$ cat src/hdl/brr_pkg.sv
// Shared types and constants for the BRR ADPCM sample decoder.
package brr_pkg;

  localparam logic [1:0] CMD_HEADER  = 2'd0;
  localparam logic [1:0] CMD_DATA    = 2'd1;
  localparam logic [1:0] CMD_RESTART = 2'd2;

  localparam logic [3:0] RANGE_MAX = 4'd12;

  localparam logic [1:0] FILT_NONE = 2'd0;
  localparam logic [1:0] FILT_ONE  = 2'd1;
  localparam logic [1:0] FILT_TWO  = 2'd2;
  localparam logic [1:0] FILT_THREE = 2'd3;

  localparam int SAMPLE_W = 16;

  typedef struct packed {
    logic [3:0] range;
    logic [1:0] filter;
    logic       loop;
    logic       stop;
  } hdr_t;

endpackage

$ cat src/hdl/brr_if.sv
// Stream interfaces for the input commands and the decoded samples.
interface brr_in_if;
  logic       valid;
  logic       ready;
  logic [1:0] cmd;
  logic [7:0] data_byte;

  modport source (output valid, output cmd, output data_byte, input ready);
  modport sink (input valid, input cmd, input data_byte, output ready);
endinterface

interface brr_out_if;
  logic                     valid;
  logic                     ready;
  logic signed [15:0]       sample;
  logic                     block_end;
  logic                     block_loop;
  logic                     last;

  modport source (output valid, output sample, output block_end, output block_loop,
                  output last, input ready);
  modport sink (input valid, input sample, input block_end, input block_loop,
                input last, output ready);
endinterface

$ cat src/hdl/brr_nib_dec.sv
// Combinational decode of one four-bit delta into a sixteen-bit sample.
module brr_nib_dec (
  input  brr_pkg::hdr_t      hdr,
  input  logic [3:0]         nib,
  input  logic signed [15:0] p1_in,
  input  logic signed [15:0] p2_in,
  output logic signed [15:0] sample
);

  localparam logic signed [21:0] SAT_HI = 22'sd32767;
  localparam logic signed [21:0] SAT_LO = -22'sd32768;
  localparam logic signed [21:0] LOW_NEG = -22'sd2048;

  logic signed [21:0] n;
  logic signed [21:0] p1;
  logic signed [21:0] p2;
  logic signed [21:0] scaled;
  logic signed [21:0] pred;
  logic signed [21:0] p1x13;
  logic signed [21:0] d;
  logic signed [21:0] dsat;

  assign n  = {{18{nib[3]}}, nib};
  assign p1 = {{6{p1_in[15]}}, p1_in};
  assign p2 = {{6{p2_in[15]}}, p2_in};
  assign p1x13 = (p1 <<< 3) + (p1 <<< 2) + p1;

  always_comb begin
    if (hdr.range > brr_pkg::RANGE_MAX) begin
      scaled = nib[3] ? LOW_NEG : '0;
    end else begin
      scaled = (n <<< hdr.range) >>> 1;
    end

    case (hdr.filter)
      brr_pkg::FILT_ONE:
        pred = (p1 >>> 1) + ((-p1) >>> 5);
      brr_pkg::FILT_TWO:
        pred = p1 - (p2 >>> 1) + ((-p1 - (p1 >>> 1)) >>> 5) + (p2 >>> 5);
      brr_pkg::FILT_THREE:
        pred = p1 - (p2 >>> 1) + ((-p1x13) >>> 7) + ((p2 + (p2 >>> 1)) >>> 4);
      default:
        pred = '0;
    endcase

    d = scaled + pred;
    if (d > SAT_HI) begin
      dsat = SAT_HI;
    end else if (d < SAT_LO) begin
      dsat = SAT_LO;
    end else begin
      dsat = d;
    end
  end

  // Doubling wraps to 16 bits, so the low bit is always zero.
  assign sample = {dsat[brr_pkg::SAMPLE_W-2:0], 1'b0};

endmodule

$ cat src/hdl/brr_adpcm_sample_decoder.sv
// Top level of the BRR ADPCM sample decoder.
//
//   channel  dir  payload                                   transfer
//   din      in   cmd[1:0], data_byte[7:0]                  valid && ready
//   dout     out  sample[15:0], block_end, block_loop, last valid && ready
//
// A data byte holds the stage register until both nibbles are decoded, one nibble
// per cycle unless dout stalls, through the shared nibble decoder, since the second
// sample predicts from the first. Header, restart and unused commands pass through
// the stage with no result. A sample appears on dout the cycle after its nibble is
// decoded. Reset clears header, history and all valid flags. A stalled dout holds
// the stage; din stays open whenever the stage empties in the same cycle.
module brr_adpcm_sample_decoder (
  input logic        clk,
  input logic        rst,
  brr_in_if.sink     din,
  brr_out_if.source  dout
);

  logic               st_valid;
  logic [1:0]         st_cmd;
  logic [7:0]         st_byte;
  logic               phase;

  brr_pkg::hdr_t      hdr;
  logic signed [15:0] prev;
  logic signed [15:0] older;

  logic               out_valid;
  logic signed [15:0] out_sample;
  logic               out_end;
  logic               out_loop;
  logic               out_last;

  logic               out_free;
  logic               out_load;
  logic               stage_done;
  logic               in_fire;
  logic [3:0]         nib;
  logic signed [15:0] sample_new;

  assign out_free   = !out_valid || dout.ready;
  assign out_load   = st_valid && (st_cmd == brr_pkg::CMD_DATA) && out_free;
  assign stage_done = st_valid && ((st_cmd != brr_pkg::CMD_DATA) || (out_free && phase));
  assign din.ready  = !st_valid || stage_done;
  assign in_fire    = din.valid && din.ready;
  assign nib        = phase ? st_byte[3:0] : st_byte[7:4];

  brr_nib_dec u_dec (
    .hdr    (hdr),
    .nib    (nib),
    .p1_in  (prev),
    .p2_in  (older),
    .sample (sample_new)
  );

  always_ff @(posedge clk) begin
    if (rst) begin
      st_valid  <= 1'b0;
      phase     <= 1'b0;
      out_valid <= 1'b0;
      hdr       <= '0;
      prev      <= '0;
      older     <= '0;
    end else begin
      if (in_fire) begin
        st_valid <= 1'b1;
        st_cmd   <= din.cmd;
        st_byte  <= din.data_byte;
      end else if (stage_done) begin
        st_valid <= 1'b0;
      end

      if (out_load) begin
        out_valid  <= 1'b1;
        out_sample <= sample_new;
        out_end    <= hdr.stop;
        out_loop   <= hdr.loop;
        out_last   <= phase;
        phase      <= !phase;
        older      <= prev;
        prev       <= sample_new;
      end else if (dout.ready) begin
        out_valid <= 1'b0;
      end

      if (st_valid && (st_cmd == brr_pkg::CMD_HEADER)) begin
        hdr <= st_byte;
      end else if (st_valid && (st_cmd == brr_pkg::CMD_RESTART)) begin
        hdr   <= '0;
        prev  <= '0;
        older <= '0;
      end
    end
  end

  assign dout.valid      = out_valid;
  assign dout.sample     = out_sample;
  assign dout.block_end  = out_end;
  assign dout.block_loop = out_loop;
  assign dout.last       = out_last;

  a_first_then_second: assert property (@(posedge clk) disable iff (rst)
    out_load && !phase |=> st_valid && phase && (st_cmd == brr_pkg::CMD_DATA))
    else $error("first sample of a data byte not followed by its second nibble");

  a_low_bit_zero: assert property (@(posedge clk) disable iff (rst)
    out_valid |-> !out_sample[0])
    else $error("decoded sample has a nonzero low bit");

  a_restart_clears: assert property (@(posedge clk) disable iff (rst)
    st_valid && (st_cmd == brr_pkg::CMD_RESTART) |=> (prev == 16'sd0) && (older == 16'sd0))
    else $error("restart did not clear the sample history");

  a_hold_mid_byte: assert property (@(posedge clk) disable iff (rst)
    st_valid && (st_cmd == brr_pkg::CMD_DATA) && !phase |-> !din.ready)
    else $error("input opened before both nibbles were decoded");

endmodule

$ cat src/flat_wrapper.sv
// flat-port wrapper written by rule: the top's interface ports become plain ports
module brr_adpcm_sample_decoder_flat 
  (clk, rst, din_valid, din_cmd, din_data_byte, din_ready, dout_valid, dout_sample, dout_block_end, dout_block_loop, dout_last, dout_ready);
  brr_in_if din_i ();
  brr_out_if dout_i ();
  input logic clk;
  input logic rst;
  input wire logic [$bits(din_i.valid)-1:0] din_valid;
  input wire logic [$bits(din_i.cmd)-1:0] din_cmd;
  input wire logic [$bits(din_i.data_byte)-1:0] din_data_byte;
  output wire logic [$bits(din_i.ready)-1:0] din_ready;
  output wire logic [$bits(dout_i.valid)-1:0] dout_valid;
  output wire logic [$bits(dout_i.sample)-1:0] dout_sample;
  output wire logic [$bits(dout_i.block_end)-1:0] dout_block_end;
  output wire logic [$bits(dout_i.block_loop)-1:0] dout_block_loop;
  output wire logic [$bits(dout_i.last)-1:0] dout_last;
  input wire logic [$bits(dout_i.ready)-1:0] dout_ready;
  assign din_i.valid = din_valid;
  assign din_i.cmd = din_cmd;
  assign din_i.data_byte = din_data_byte;
  assign din_ready = din_i.ready;
  assign dout_valid = dout_i.valid;
  assign dout_sample = dout_i.sample;
  assign dout_block_end = dout_i.block_end;
  assign dout_block_loop = dout_i.block_loop;
  assign dout_last = dout_i.last;
  assign dout_i.ready = dout_ready;
  brr_adpcm_sample_decoder u_core (.clk(clk), .rst(rst), .din(din_i), .dout(dout_i));
endmodule
$ cat config.mk
export PLATFORM = sky130hd
export DESIGN_NAME = brr_adpcm_sample_decoder_flat
export DESIGN_NICKNAME = d
export VERILOG_FILES = /design/src/hdl/brr_pkg.sv /design/src/hdl/brr_if.sv /design/src/hdl/brr_nib_dec.sv /design/src/hdl/brr_adpcm_sample_decoder.sv /design/src/flat_wrapper.sv
export SDC_FILE = /design/constraint.sdc
export NUM_CORES = 1
export LEC_CHECK = 0
export ABC_AREA = 1
export CORE_UTILIZATION = 55
export CTS_CLUSTER_DIAMETER = 30
export CTS_CLUSTER_SIZE = 8
export DETAILED_ROUTE_END_ITERATION = 12
export DONT_BUFFER_PORTS = 1
export HOLD_SLACK_MARGIN = 0.05
export PLACE_DENSITY = 0.77
export SLEW_MARGIN = 10
export SYNTH_ARGS = -nofsm -noshare
export SYNTH_HDL_FRONTEND = slang
export SYNTH_HIERARCHICAL = 1
export SYNTH_SLANG_ARGS = --single-unit
$ cat constraint.sdc
create_clock -name clk -period 15.7 [get_ports clk]
set_clock_uncertainty 0.05 [all_clocks]
set_input_delay 1.57 -clock clk [delete_from_list [all_inputs] [get_ports clk]]
set_output_delay 1.57 -clock clk [all_outputs]
set_load 0.02 [all_outputs]
* After elaboration in Yosys (flattened, before gate mapping)
Index checks and enable logic that the tools add are counted.
Operators by class: divide/modulo/power cells 0, multiplexer cells 18, shifts and indexed selects 1, order comparisons 3, reduce and logical (&&, ||, !) cells 19, multiply operators 0, equal/unequal tests 6, $add $sub $neg 13, bitwise logic cells 1
Operators by type and width (count):
- $mux 16 | 6
- $pmux 22 s3 | 1
- $mux 22 | 2
- $mux 15 | 2
- $add 22x22->22 | 1
- $gt 22x16->1 const B | 1
- $lt 22x16->1 const B | 1
- $neg 16->22 | 1
- $neg 21->22 | 1
- $sshl 4x4->22 | 1
- $sub 22x15->22 | 1
- $add 20x16->21 | 1
- $add 19x18->20 | 1
- $add 18x11->19 | 1
- $add 18x13->19 | 1
- $add 15x17->18 | 1
- $add 17x15->18 | 1
- $add 17x17->18 | 1
- $add 16x15->17 | 1
- $sub 16x15->17 | 1
- $mux 8 | 2
- $logic_and 1x1->1 | 7
- $eq 2x2->1 const B | 3
- $reduce_bool 2->1 | 3
- 10 further kinds | 19
Storage, ports and cells: input bits 14, register bits after elaboration 71, bits in latches 0, memory bits (writable) 0, memories 0, memory bits (read-only) 0, output and inout port bits 21, word-level logic and storage cells 76

* Logic depth before layout (Yosys ltp)
Gate-level depths: netlist (run 1).
depth after elaboration 13, mapped depth 53, mapped depth without buffers 51

* Cells and area by module
Netlist (run 1), hierarchy kept.
By module, submodules not included:
- brr_nib_dec | instances 1, area each 9346.5 um^2, cells an instance 1524, seq. area each 0.0 um^2
- brr_adpcm_sample_decoder | instances 1, area each 2856.5 um^2, cells an instance 303, seq. area each 1731.7 um^2

* Worst setup path after synthesis (run 1)
Ideal clock, no wire load.
path type reg2reg, start reg u_core.prev[15], end reg u_core.prev[6], path buffers 3, arrival 6404 ps, library setup time 112 ps, slack 9134 ps, cell stages (with the launch flop) 37, required time 15538 ps, period minus slack after synthesis 6566 ps, cell sequence dfxtp_1 > buf_4 > buf_6 > clkinv_1 > fa_1 > ha_1 > ha_1 > a21oi_1 > nor2_1 > a221oi_1 > o21ai_0 > nor2_1 > fa_1 > ha_1 > nand2_1 > nor4_1 > nand2_1 > a21oi_1 > o21ai_0 > inv_1 > nand2_1 > ha_1 > nand2_2 > inv_2 > nand3_1 > nor2_2 > nand3_2 > nand3_2 > xor2_4 > nand2_2 > o21ai_4 > buf_6 > nand2_1 > inv_1 > nand4_1 > nand2_1 > nor2_2
Between the ends: cells in the longest elaborated chain, start to end 13, elaborated cells between the ends (all ways) 20, those cells by class add/sub (12); order compare (2); mux (6)
RTL lines:
- start: declaration | RTL line brr_adpcm_sample_decoder.sv:26 | logic signed [15:0] prev;
- start signal: assignment | RTL line brr_adpcm_sample_decoder.sv:82 | prev <= sample_new;
- $add 19x18->20 | RTL line brr_nib_dec.sv:26 | assign p1x13 = (p1 <<< 3) + (p1 <<< 2) + p1;
- $add 20x16->21 | RTL line brr_nib_dec.sv:26
- $neg 21->22 | RTL line brr_nib_dec.sv:41 | pred = p1 - (p2 >>> 1) + ((-p1x13) >>> 7) + ((p2 + (p2 >>> 1)) >>> 4);
- $add 17x15->18 | RTL line brr_nib_dec.sv:41
- $add 18x13->19 | RTL line brr_nib_dec.sv:41
- $pmux 22 s3 * | RTL line brr_nib_dec.sv:35 | case (hdr.filter)
- $add 22x22->22 * | RTL line brr_nib_dec.sv:46 | d = scaled + pred;
- $lt 22x16->1 | RTL line brr_nib_dec.sv:49 | end else if (d < SAT_LO) begin
- $mux 15 | RTL line brr_nib_dec.sv:49
- $mux 15 * | RTL line brr_nib_dec.sv:47 | if (d > SAT_HI) begin
- named net u_core.sample_new[6] | RTL line brr_adpcm_sample_decoder.sv:40 | logic signed [15:0] sample_new;
- $mux 16 * | RTL line brr_adpcm_sample_decoder.sv:74 | if (out_load) begin
- $mux 16 | RTL line brr_adpcm_sample_decoder.sv:89 | end else if (st_valid && (st_cmd == brr_pkg::CMD_RESTART)) begin
- $mux 16 * | RTL line brr_adpcm_sample_decoder.sv:87 | if (st_valid && (st_cmd == brr_pkg::CMD_HEADER)) begin
Mark *: on every way through the listed nets, which the timed path passes. The rest lies on a longest branch. A chain may end at the register's enable or synchronous reset.

* Worst setup path in the final report (run 1)
start reg u_core.prev[1], end reg u_core.prev[9]
Same word-level chain as after synthesis.

==> results of run 1 <==
report_power, final:
group,switching (uW),internal [uW],leakage (uW)
clock,85.2,125,0.000146
combinational,923,474,0.00564
sequential,10.4,204,0.000614
final cells by class:
| type | count | area, sq um |
|---|---|---|
| multi-input combinational | 1432 | 9174 |
| fill | 2133 | 9070 |
| sequential | 72 | 1732 |
| inverter | 292 | 1096 |
| tap | 280 | 350.3 |
| clock buffer | 9 | 225.2 |
| clock inverter | 7 | 78.83 |
| timing repair buffer | 4 | 30.03 |
placed cells by master (no fill, tap or decap), drive strengths merged, types with 6 or more instances in the layout:
cell / count
a21boi: 7
a21o: 9
a21oi: 163
a31oi: 6
clkbuf: 9
dfxtp: 43
edfxtp: 29
fa: 53
ha: 155
inv: 292
nand2: 424
nand3: 108
nand4: 54
nor2: 188
nor3: 13
o211ai: 10
o21a: 6
o21ai: 95
o21bai: 10
or2: 10
xnor2: 29
xor2: 55
worst max-delay path, delay by kind of cell, from the launching register on:
kind	cells	cell delay, ns
AND/OR/NAND/NOR	27	3.95
adder cells (fa/ha/maj)	5	2.07
XOR/XNOR	1	0.22
AO/OA/AOI/OAI	5	0.92
buffers and inverters	7	0.61
flip-flops	1	0.45
path summary, 6_finish.rpt:
path | start | cells past startpoint | to
worst max-delay path | u_core/prev[1] | 45 | u_core/prev[9]
worst max register to register | u_core/prev[1] | 45 | u_core/prev[9]
worst min-delay path | u_core/hdr[0] | 0 | u_core/dout.block_end
worst min register to register | u_core/hdr[0] | 0 | u_core/dout.block_end
metrics by stage:
step | hold slack, ns | setup slack (ns)
detailed placement | 0.3796 | 7.589
floorplan | 0.3529 | 9.134
global placement | 0.3703 | 7.706
global route | 0.4000 | 6.669
finish | 0.3899 | 7.301
CTS | 0.3946 | 7.599
metal layers:
layer | vias to the layer above | GRT usage | wire length (um)
met5 | - | 0 | 0
met4 | 0 | 0.08450 | 914
met3 | 52 | 0.04277 | 2775
met2 | 468 | 0.4817 | 15120
met1 | 5462 | 0.4623 | 16610
li1 | 5992 | - | -
cells by family after synthesis:
logic type,count (synthesis)
other,1
adder cells (fa/ha/maj),208
flip-flops,72
multiplexers,4
AO/OA/AOI/OAI,324
AND/OR/NAND/NOR,811
XOR/XNOR,84
buffers and inverters,323
flip-flops by register name, summed over array words and instances (netlist names):
name                    cells
u_core/dout.sample         16
u_core/older               16
u_core/prev                16
u_core/hdr                  8
u_core/st_byte              8
u_core/st_cmd               2
u_core/dout.block_end       1
u_core/dout.block_loop      1
u_core/dout.last            1
u_core/dout.valid           1
u_core/phase                1
u_core/st_valid             1
==> impl_metrics.json, run 1 <==
{
  "clkLatencyLatePin_ns": 0.34,
  "place_congestion": 0.9972,
  "die_area_sq_um": 22790,
  "fmax_ghz": 0.1191,
  "dpl.hpwl_mm": 29.09,
  "tritoncts": "done",
  "synth_top_cell_area_share": 0.1589,
  "numCtsBuffers": 9,
  "synthAdderAreaFrac": 0.2459,
  "syn2layout_area_growth_pct": 3.958,
  "synth_common_cells": "414 x nand2_1, 280 x inv_1, 173 x nor2_1",
  "detail_route.first_pass.iterations": 6,
  "ys_seq_area_frac": 0.1419,
  "p_leak_uw": 0.006397,
  "core_sq_um": 21760,
  "path_max_fanout": 15,
  "cts.clk_slew.worst_paths_ns": 0.06,
  "cp_common_cell": "nand2_1",
  "die_w_um": 151.0,
  "finalPower_uw": 1821,
  "htree_levels": 3,
  "syn-cell-area_sq_um": 12200,
  "synth_top_flop_cell": "dfxtp_1",
  "slowest_stage": "nor4_1",
  "cts.sinks": 72,
  "fin_nets": 2033,
  "routed_wirelength_mm": 35.42,
  "critPathMaxStageDelay_ns": 0.69,
  "setup-tns-final_ns": 0,
  "hold_violations": 0,
  "root_buffer": "clkbuf_16",
  "placed_cell_area_sq_um": 12380,
  "crit_type": "flop to flop",
  "worst_slew_pin_slew_ns": 0.9870,
  "hp-class": "flop to flop",
  "gr-total-overflow": 0,
  "post_cts_resized": 0,
  "synth_top_family_by_area": "simple AND/OR/NAND/NOR gates",
  "grt_pass1_vias": 10630,
  "period_share": 0.5350,
  "p_per_area_nw_per_um2": 143.6,
  "routed_via_density": 5.713,
  "ys_ff_latch": 72,
  "drtIter0Drc": 1203,
  "wl_per_cell_um": 16.90,
  "synth_most_common_cell": "nand2_1",
  "layout-drive-gt1-share": 0.04350,
  "synthMuxAreaShare": 0.003691,
  "period_minus_slack_ns": 8.399,
  "maxSlewViolCount": 0,
  "ir_drop_v": 0.00006542,
  "dp_cells": 2080,
  "synth_edf_count": 29,
  "cts.path.max_buffers": 2,
  "outcome": "complete, no violations",
  "fin_util": 0.5831,
  "max_cap_violations": 0,
  "crit_required_ns": 15.88,
  "postSynth.asyncResetShare": 0,
  "synth-xor-area-share": 0.06337,
  "synth-simple-area-share": 0.2893,
  "cts_setup_buffers": 0,
  "synth.avg_cell_area_sq_um": 6.679,
  "postRouteAntennaNets": 0,
  "critPathCaptureType": "flop",
  "hold_buffers": 0,
  "dieHeight_um": 151.0,
  "drc": 0,
  "grt_first_pass_wirelength_mm": 55.56,
  "slew_headroom": 0.3390,
  "vias": 11970,
  "r2r_slack_ns": 7.30,
  "numPortBuffers": 0,
  "syn-num-nets": 2049,
  "rsz0062_at_grt": "false",
  "setup_viol": 0,
  "cp-start-kind": "flop",
  "synthTopCellsByArea": "ha_1 16%, nand2_1 13%, fa_1 8.7%, inv_1 8.6%, edfxtp_1 7.1%",
  "synth.distinct_cells": 55,
  "start_util": 0.5609,
  "antennaDiodeCount": 0,
  "yosysTopAreaCell": "ha_1",
  "cp.arrival_ns": 8.58,
  "grt_max_degree": 37,
  "design_area_sq_um": 12690,
  "ys_warn_count": 6,
  "io_pins": 35,
  "synth_compound_area_frac": 0.1488,
  "rows": 54,
  "finalNonFillerCells": 2096,
  "grt_use_total": 0.3155,
  "antenna_found_initial": 0,
  "syn_inst": 1827
}
No activity file was read; power rests on OpenSTA's default activity.
==> run 2, diff against run 1 <==
--- a/config.mk
+++ b/config.mk
@@ -12,7 +12,7 @@
 export DETAILED_ROUTE_END_ITERATION = 12
 export DONT_BUFFER_PORTS = 1
 export HOLD_SLACK_MARGIN = 0.05
-export PLACE_DENSITY = 0.77
+export PLACE_DENSITY = 0.8
 export SLEW_MARGIN = 10
 export SYNTH_ARGS = -nofsm -noshare
 export SYNTH_HDL_FRONTEND = slang
==> constraint.sdc (replaced) <==
create_clock -name clk -period 7.4 [get_ports clk]
set_clock_uncertainty 0.05 [all_clocks]
set_input_delay 0.74 -clock clk [delete_from_list [all_inputs] [get_ports clk]]
set_output_delay 0.74 -clock clk [all_outputs]
set_load 0.02 [all_outputs]
==> run 2 against run 1 <==
  * Via count is 6.6% higher
  * Critical endpoint is now u_core/prev[1]
  * Register-to-register slack worse by 7.0 ns
  * Critical path depth is 3 lower
==> impl_metrics.json, run 2 (synthesis gave the netlist of run 1 again) <==
{
  "outcome": "complete, no violations",
  "crit_required_ns": 7.63,
  "r2r_end": "u_core/prev[1]",
  "cts.path.max_buffers": 2,
  "fillers": 1993,
  "postRouteAntennaNets": 0,
  "reg2reg_depth": 42,
  "die_area_sq_um": 22790,
  "grt_max_degree": 37,
  "path_max_fanout": 15,
  "tritoncts": "done",
  "route.met2.wl_mm": 16.83,
  "multiInputGateArea_sq_um": 9462,
  "wl_met3_mm": 3.491,
  "cp-start-kind": "flop",
  "met1_length_mm": 16.18,
  "die_w_um": 151.0,
  "p_per_area_nw_per_um2": 320.6,
  "io_pins": 35,
  "r2r_slack_ns": 0.35,
  "clkPwrFrac": 0.112,
  "period_share": 0.9531,
  "fmax_ghz": 0.1418,
  "pwr-share-seq": 0.103,
  "grt_first_pass_wirelength_mm": 57.89,
  "critical_path.top_delay_family": "simple AND/OR/NAND/NOR gates",
  "max_cap_violations": 0,
  "hp-start": "u_core/hdr[1]",
  "rows": 54,
  "layout-drive-gt1-share": 0.1176,
  "cp.arrival_ns": 7.28,
  "grt_use_total": 0.3312,
  "dieHeight_um": 151.0,
  "root_buffer": "clkbuf_16",
  "routed_wirelength_mm": 38.49,
  "dpl.hpwl_mm": 31.20,
  "ir_drop_v": 0.0002149,
  "syn2layout_area_growth_pct": 11.97,
  "grt_pass1_vias": 11280,
  "start_util": 0.5609,
  "p_sw_frac": 0.5383,
  "critPathMaxStageDelay_ns": 0.49,
  "p_leak_uw": 0.006861,
  "maxSlewViolCount": 0,
  "core_sq_um": 21760,
  "numPortBuffers": 0,
  "finalPower_uw": 4380,
  "crit_type": "flop to flop",
  "drc": 0,
  "hold_end": "u_core/dout.block_loop",
  "hold_violations": 0,
  "critPathBufInv": 8,
  "routed_via_density": 5.864,
  "antennaDiodeCount": 0,
  "antenna_found_initial": 0,
  "hp-class": "flop to flop",
  "cts.sinks": 72,
  "fin_nets": 2114,
  "cp_common_cell": "nand2_1",
  "htree_levels": 3,
  "cts.clk_slew.worst_paths_ns": 0.06,
  "p_int_uw": 2022,
  "slew_headroom": 0.3294,
  "vias": 12770,
  "final-seq-area_sq_um": 1738,
  "clkLatencyLatePin_ns": 0.34,
  "gr-total-overflow": 0,
  "pre_cts_ws_ns": 0.06030,
  "final_cell_mix": "411 x nand2_1, 272 x inv_1, 168 x nor2_1",
  "setup_viol": 0,
  "detail_route.first_pass.iterations": 8,
  "wl_per_cell_um": 17.68,
  "numCtsBuffers": 9,
  "critPathCaptureType": "flop",
  "regToRegStartpoint": "u_core/prev[1]",
  "drtIter0Drc": 1344,
  "dr.max_layer_used": "met4",
  "p_sw_uw": 2358,
  "period_minus_slack_ns": 7.053,
  "slowest_stage": "fa_1",
  "combPwrFrac": 0.785,
  "finalWorstSetupSlack_ns": 0.3468,
  "worst_slew_pin_slew_ns": 1.001,
  "whs_path_depth": 0,
  "layout_commonest_cell": "nand2_1",
  "place_congestion": 0.9808
}
-- run 2: changes by cell type in the layout (fill, tap and decap cells not counted), sizes merged --
cell and change:
clkinvlp +4, bufinv +1, clkinv -3, buf +81
inv -4, clkbuf +2
-- run 2: what timing repair did --
| action | 4_1_cts | 5_1_grt |
|---|---|---|
| gates resized for setup | 0 | 76 |
| setup buffers | 0 | 15 |
| hold buffers | 0 | 0 |
| endpoints found under the setup margin | 0 | 30 |
-- run 2: power groups by stage --
| stage | registers, uW | logic, uW | clock network [uW] |
|---|---|---|---|
| 2_1_floorplan | 455 | 2220 | 0 |
| 3_3_place_gp | 458 | 3080 | 0 |
| 3_5_place_dp | 459 | 3130 | 0 |
| 4_1_cts | 450 | 3150 | 493 |
| 5_1_grt | 452 | 3760 | 512 |
| 6_report | 451 | 3440 | 491 |
-- run 2: metrics by stage --
| stage | hold slack [ns] | instances | area, sq um | setup TNS, ns | utilization |
|---|---|---|---|---|---|
| floorplan | 0.3529 | 1827 | 12200 | 0 | - |
| global placement | 0.3660 | 2146 | 12900 | 0 | 0.5931 |
| detailed placement | 0.3734 | 2146 | 12900 | 0 | 0.5931 |
| CTS | 0.3882 | 2162 | 13240 | 0 | 0.6086 |
| global route | 0.3973 | 2177 | 13660 | -0.3046 | 0.6280 |
| finish | 0.3866 | 2177 | 13660 | 0 | 0.6280 |
-- run 2: worst max-delay path by stage --
stage	depth (start not counted)	start	slack, ns	endpoint
after global placement	37	u_core/prev[7]	0.20	u_core/prev[8]
after detailed placement	37	u_core/prev[7]	0.06	u_core/prev[14]
after CTS	37	u_core/prev[8]	0.03	u_core/prev[8]
final	42	u_core/prev[1]	0.35	u_core/prev[1]
after floorplan	36	u_core/prev[15]	0.83	u_core/prev[6]
after global routing	47	u_core/prev[1]	-0.06	u_core/prev[8]
-- run 2: worst reg2reg max path, delay by kind of cell (launching register included) --
family                     cells  cell delay [ns]
xor gates and xnor gates       1             0.19
DFF                            1             0.31
AOI/OAI and AO/OA              6             1.34
buffers and inverters          8             0.76
adders and majority gates      5             1.82
and+or+nand+nor               22             2.54
-- run 2: layout make-up --
cell class                 instances  share of cell area
sequential                        72              0.1272
tap                              280             0.02564
clock buffer                      11             0.01859
multi-input combinational       1432              0.6925
timing repair buffer              85             0.04853
clock inverter                     5            0.006227
inverter                         292             0.08132
-- run 2: routing by layer --
layer / GRT usage / vias to the layer above
met4: 0.1760 / 0
met1: 0.4476 / 5864
met5: 0 / -
met2: 0.5069 / 645
met3: 0.05090 / 114
li1: - / 6142
==> run 3, diff against run 2 <==
--- a/config.mk
+++ b/config.mk
@@ -6,13 +6,15 @@
 export NUM_CORES = 1
 export LEC_CHECK = 0
 export ABC_AREA = 1
-export CORE_UTILIZATION = 55
-export CTS_CLUSTER_DIAMETER = 30
+export BUFFER_PORTS_ARGS = -buffer_cell sky130_fd_sc_hd__buf_2
+export CELL_PAD_IN_SITES_DETAIL_PLACEMENT = 0
+export CELL_PAD_IN_SITES_GLOBAL_PLACEMENT = 1
+export CORE_UTILIZATION = 43
+export CTS_CLUSTER_DIAMETER = 40
 export CTS_CLUSTER_SIZE = 8
 export DETAILED_ROUTE_END_ITERATION = 12
-export DONT_BUFFER_PORTS = 1
 export HOLD_SLACK_MARGIN = 0.05
-export PLACE_DENSITY = 0.8
+export PLACE_DENSITY = 0.87
 export SLEW_MARGIN = 10
 export SYNTH_ARGS = -nofsm -noshare
 export SYNTH_HDL_FRONTEND = slang
==> run 3 against run 2 <==
  * Critical path depth down 3
  * Maximum frequency up 0.85%
  * Critical endpoint is now u_core/prev[2]
  * Count of clock-buffer cells in the layout down 2
  * Worst setup slack better by 0.059 ns
  * Wire length up 3.5%
  * Register-to-register slack better by 0.06 ns
  * Sequential power down 0.9%
  * Critical path type unchanged
==> impl_metrics.json, run 3 (synthesis gave the netlist of run 1 again) <==
{
  "outcome": "complete, no violations",
  "p_sw_uw": 2446,
  "numPortBuffers": 34,
  "period_share": 0.9451,
  "grt_pass1_vias": 11640,
  "wl_per_cell_um": 17.15,
  "numCtsBuffers": 9,
  "layout-drive-gt1-share": 0.1543,
  "routed_wirelength_mm": 39.83,
  "vias": 12460,
  "p_int_uw": 2065,
  "rows": 61,
  "cp.arrival_ns": 7.17,
  "path_max_fanout": 15,
  "p_per_area_nw_per_um2": 317.8,
  "detail_route.first_pass.iterations": 6,
  "start_util": 0.4380,
  "hold_buffers": 0,
  "max_cap_violations": 0,
  "io_pins": 35,
  "fmax_ghz": 0.1430,
  "layout_commonest_cell": "nand2_1",
  "syn2layout_area_growth_pct": 16.29,
  "final-seq-area_sq_um": 1733,
  "tritoncts": "done",
  "root_buffer": "clkbuf_16",
  "cts.clk_slew.worst_paths_ns": 0.06,
  "drc": 0,
  "fin_nets": 2161,
  "setup_viol": 0,
  "worst_slew_pin_slew_ns": 1.040,
  "routed_via_density": 5.366,
  "crit_type": "flop to flop",
  "gr-total-overflow": 0,
  "fin_util": 0.5094,
  "cp_common_cell": "nand2_1",
  "critPathCaptureType": "flop",
  "p_sw_frac": 0.5422,
  "combPwrFrac": 0.809,
  "fillers": 2867,
  "slowest_stage": "fa_1",
  "period_minus_slack_ns": 6.994,
  "critPathMaxStageDelay_ns": 0.53,
  "cp-start-kind": "flop",
  "die_area_sq_um": 29060,
  "clkPwrFrac": 0.092,
  "p_leak_uw": 0.007067,
  "core_sq_um": 27860,
  "crit_required_ns": 7.58,
  "htree_levels": 3,
  "maxSlewViolCount": 0,
  "pwr-share-seq": 0.099,
  "slew_headroom": 0.3044,
  "drtIter0Drc": 954,
  "ir_drop_v": 0.0002175,
  "postRouteAntennaNets": 0,
  "grt_use_total": 0.2761,
  "grt_first_pass_wirelength_mm": 61.58,
  "dpl.hpwl_mm": 33.13,
  "cts.path.max_buffers": 2,
  "antenna_found_initial": 0,
  "cts.sinks": 72,
  "placed_cell_area_sq_um": 13330,
  "hold_ws_ns": 0.3939,
  "final_cell_mix": "408 x nand2_1, 272 x inv_1, 166 x nor2_1",
  "clkLatencyLatePin_ns": 0.34,
  "multiInputGateArea_sq_um": 9674,
  "antennaDiodeCount": 0,
  "design_area_sq_um": 14190,
  "dieHeight_um": 170.5,
  "place_congestion": 0.9683,
  "hp-class": "flop to flop",
  "die_w_um": 170.5,
  "hold_violations": 0,
  "grt_max_degree": 37
}
run 3: cell types whose count changed in the layout (fill, tap and decap cells not counted), moves of 8 or more:
cell / delta
a21oi_1: -12
a21oi_2: +12
o21ai_0: -10
buf_4: +13
ha_4: +9
buf_2: +34
o21ai_1: +8
ha_1: -8
run 3: final timing paths:
path	start	slack, ns	depth (start not counted)	endpoint
setup reg to reg	u_core/prev[4]	0.41	39	u_core/prev[2]
hold / removal	u_core/hdr[0]	0.39	0	u_core/dout.block_end
hold reg to reg	u_core/hdr[0]	0.39	0	u_core/dout.block_end
setup / recovery	u_core/prev[4]	0.41	39	u_core/prev[2]
run 3: cell type report:
| cell class | instances | area share |
|---|---|---|
| repair buffers | 132 | 0.06560 |
| flip-flops and latches | 72 | 0.1221 |
| multi-input cells | 1432 | 0.6817 |
| inverters | 292 | 0.07750 |
| clock inverters | 7 | 0.003879 |
| clock buffers | 9 | 0.01587 |
| well taps | 378 | 0.03333 |
run 3: routing by layer:
metal | global-route usage | part of all wire | vias up
met1 | 0.3844 | 0.46 | 5721
met2 | 0.4421 | 0.44 | 431
met4 | 0.1093 | 0.038 | 0
met5 | 0 | 0 | -
met3 | 0.02047 | 0.061 | 71
li1 | - | - | 6238
run 3: worst max-delay path, delay by kind of cell, from the launching register on:
family	cells	cell delay [ns]
compound gates	7	1.09
xor+xnor	2	0.55
fa+ha+maj	6	2.35
buf+inv	5	0.61
flops	1	0.39
simple gates	19	1.83
run 3: stage by stage:
step                      setup WS (ns)  power, uW  TNS, ns  cells
after global placement          -0.1056       3693   -1.101   2296
after floorplan                  0.8341       2676        0   1827
final                            0.4060       4511        0   2322
after detailed placement        -0.1255       3715   -1.563   2296
after global routing           -0.06162       4917  -0.2069   2322
after CTS                       0.01024       4151        0   2312
run 3: power groups by stage:
stage / Combinational (uW) / Sequential, uW / Clock, uW
floorplan: 2220 / 455 / 0
global placement: 3240 / 455 / 0
detailed placement: 3260 / 455 / 0
CTS: 3280 / 447 / 423
global route: 4030 / 448 / 441
finish: 3650 / 447 / 416
run 3: repair_timing:
item / CTS / global route
pin swaps: 0 / 20
buffers inserted: 0 / 10
endpoints found under the setup margin: 30 / 30
gates resized for setup: 2 / 117
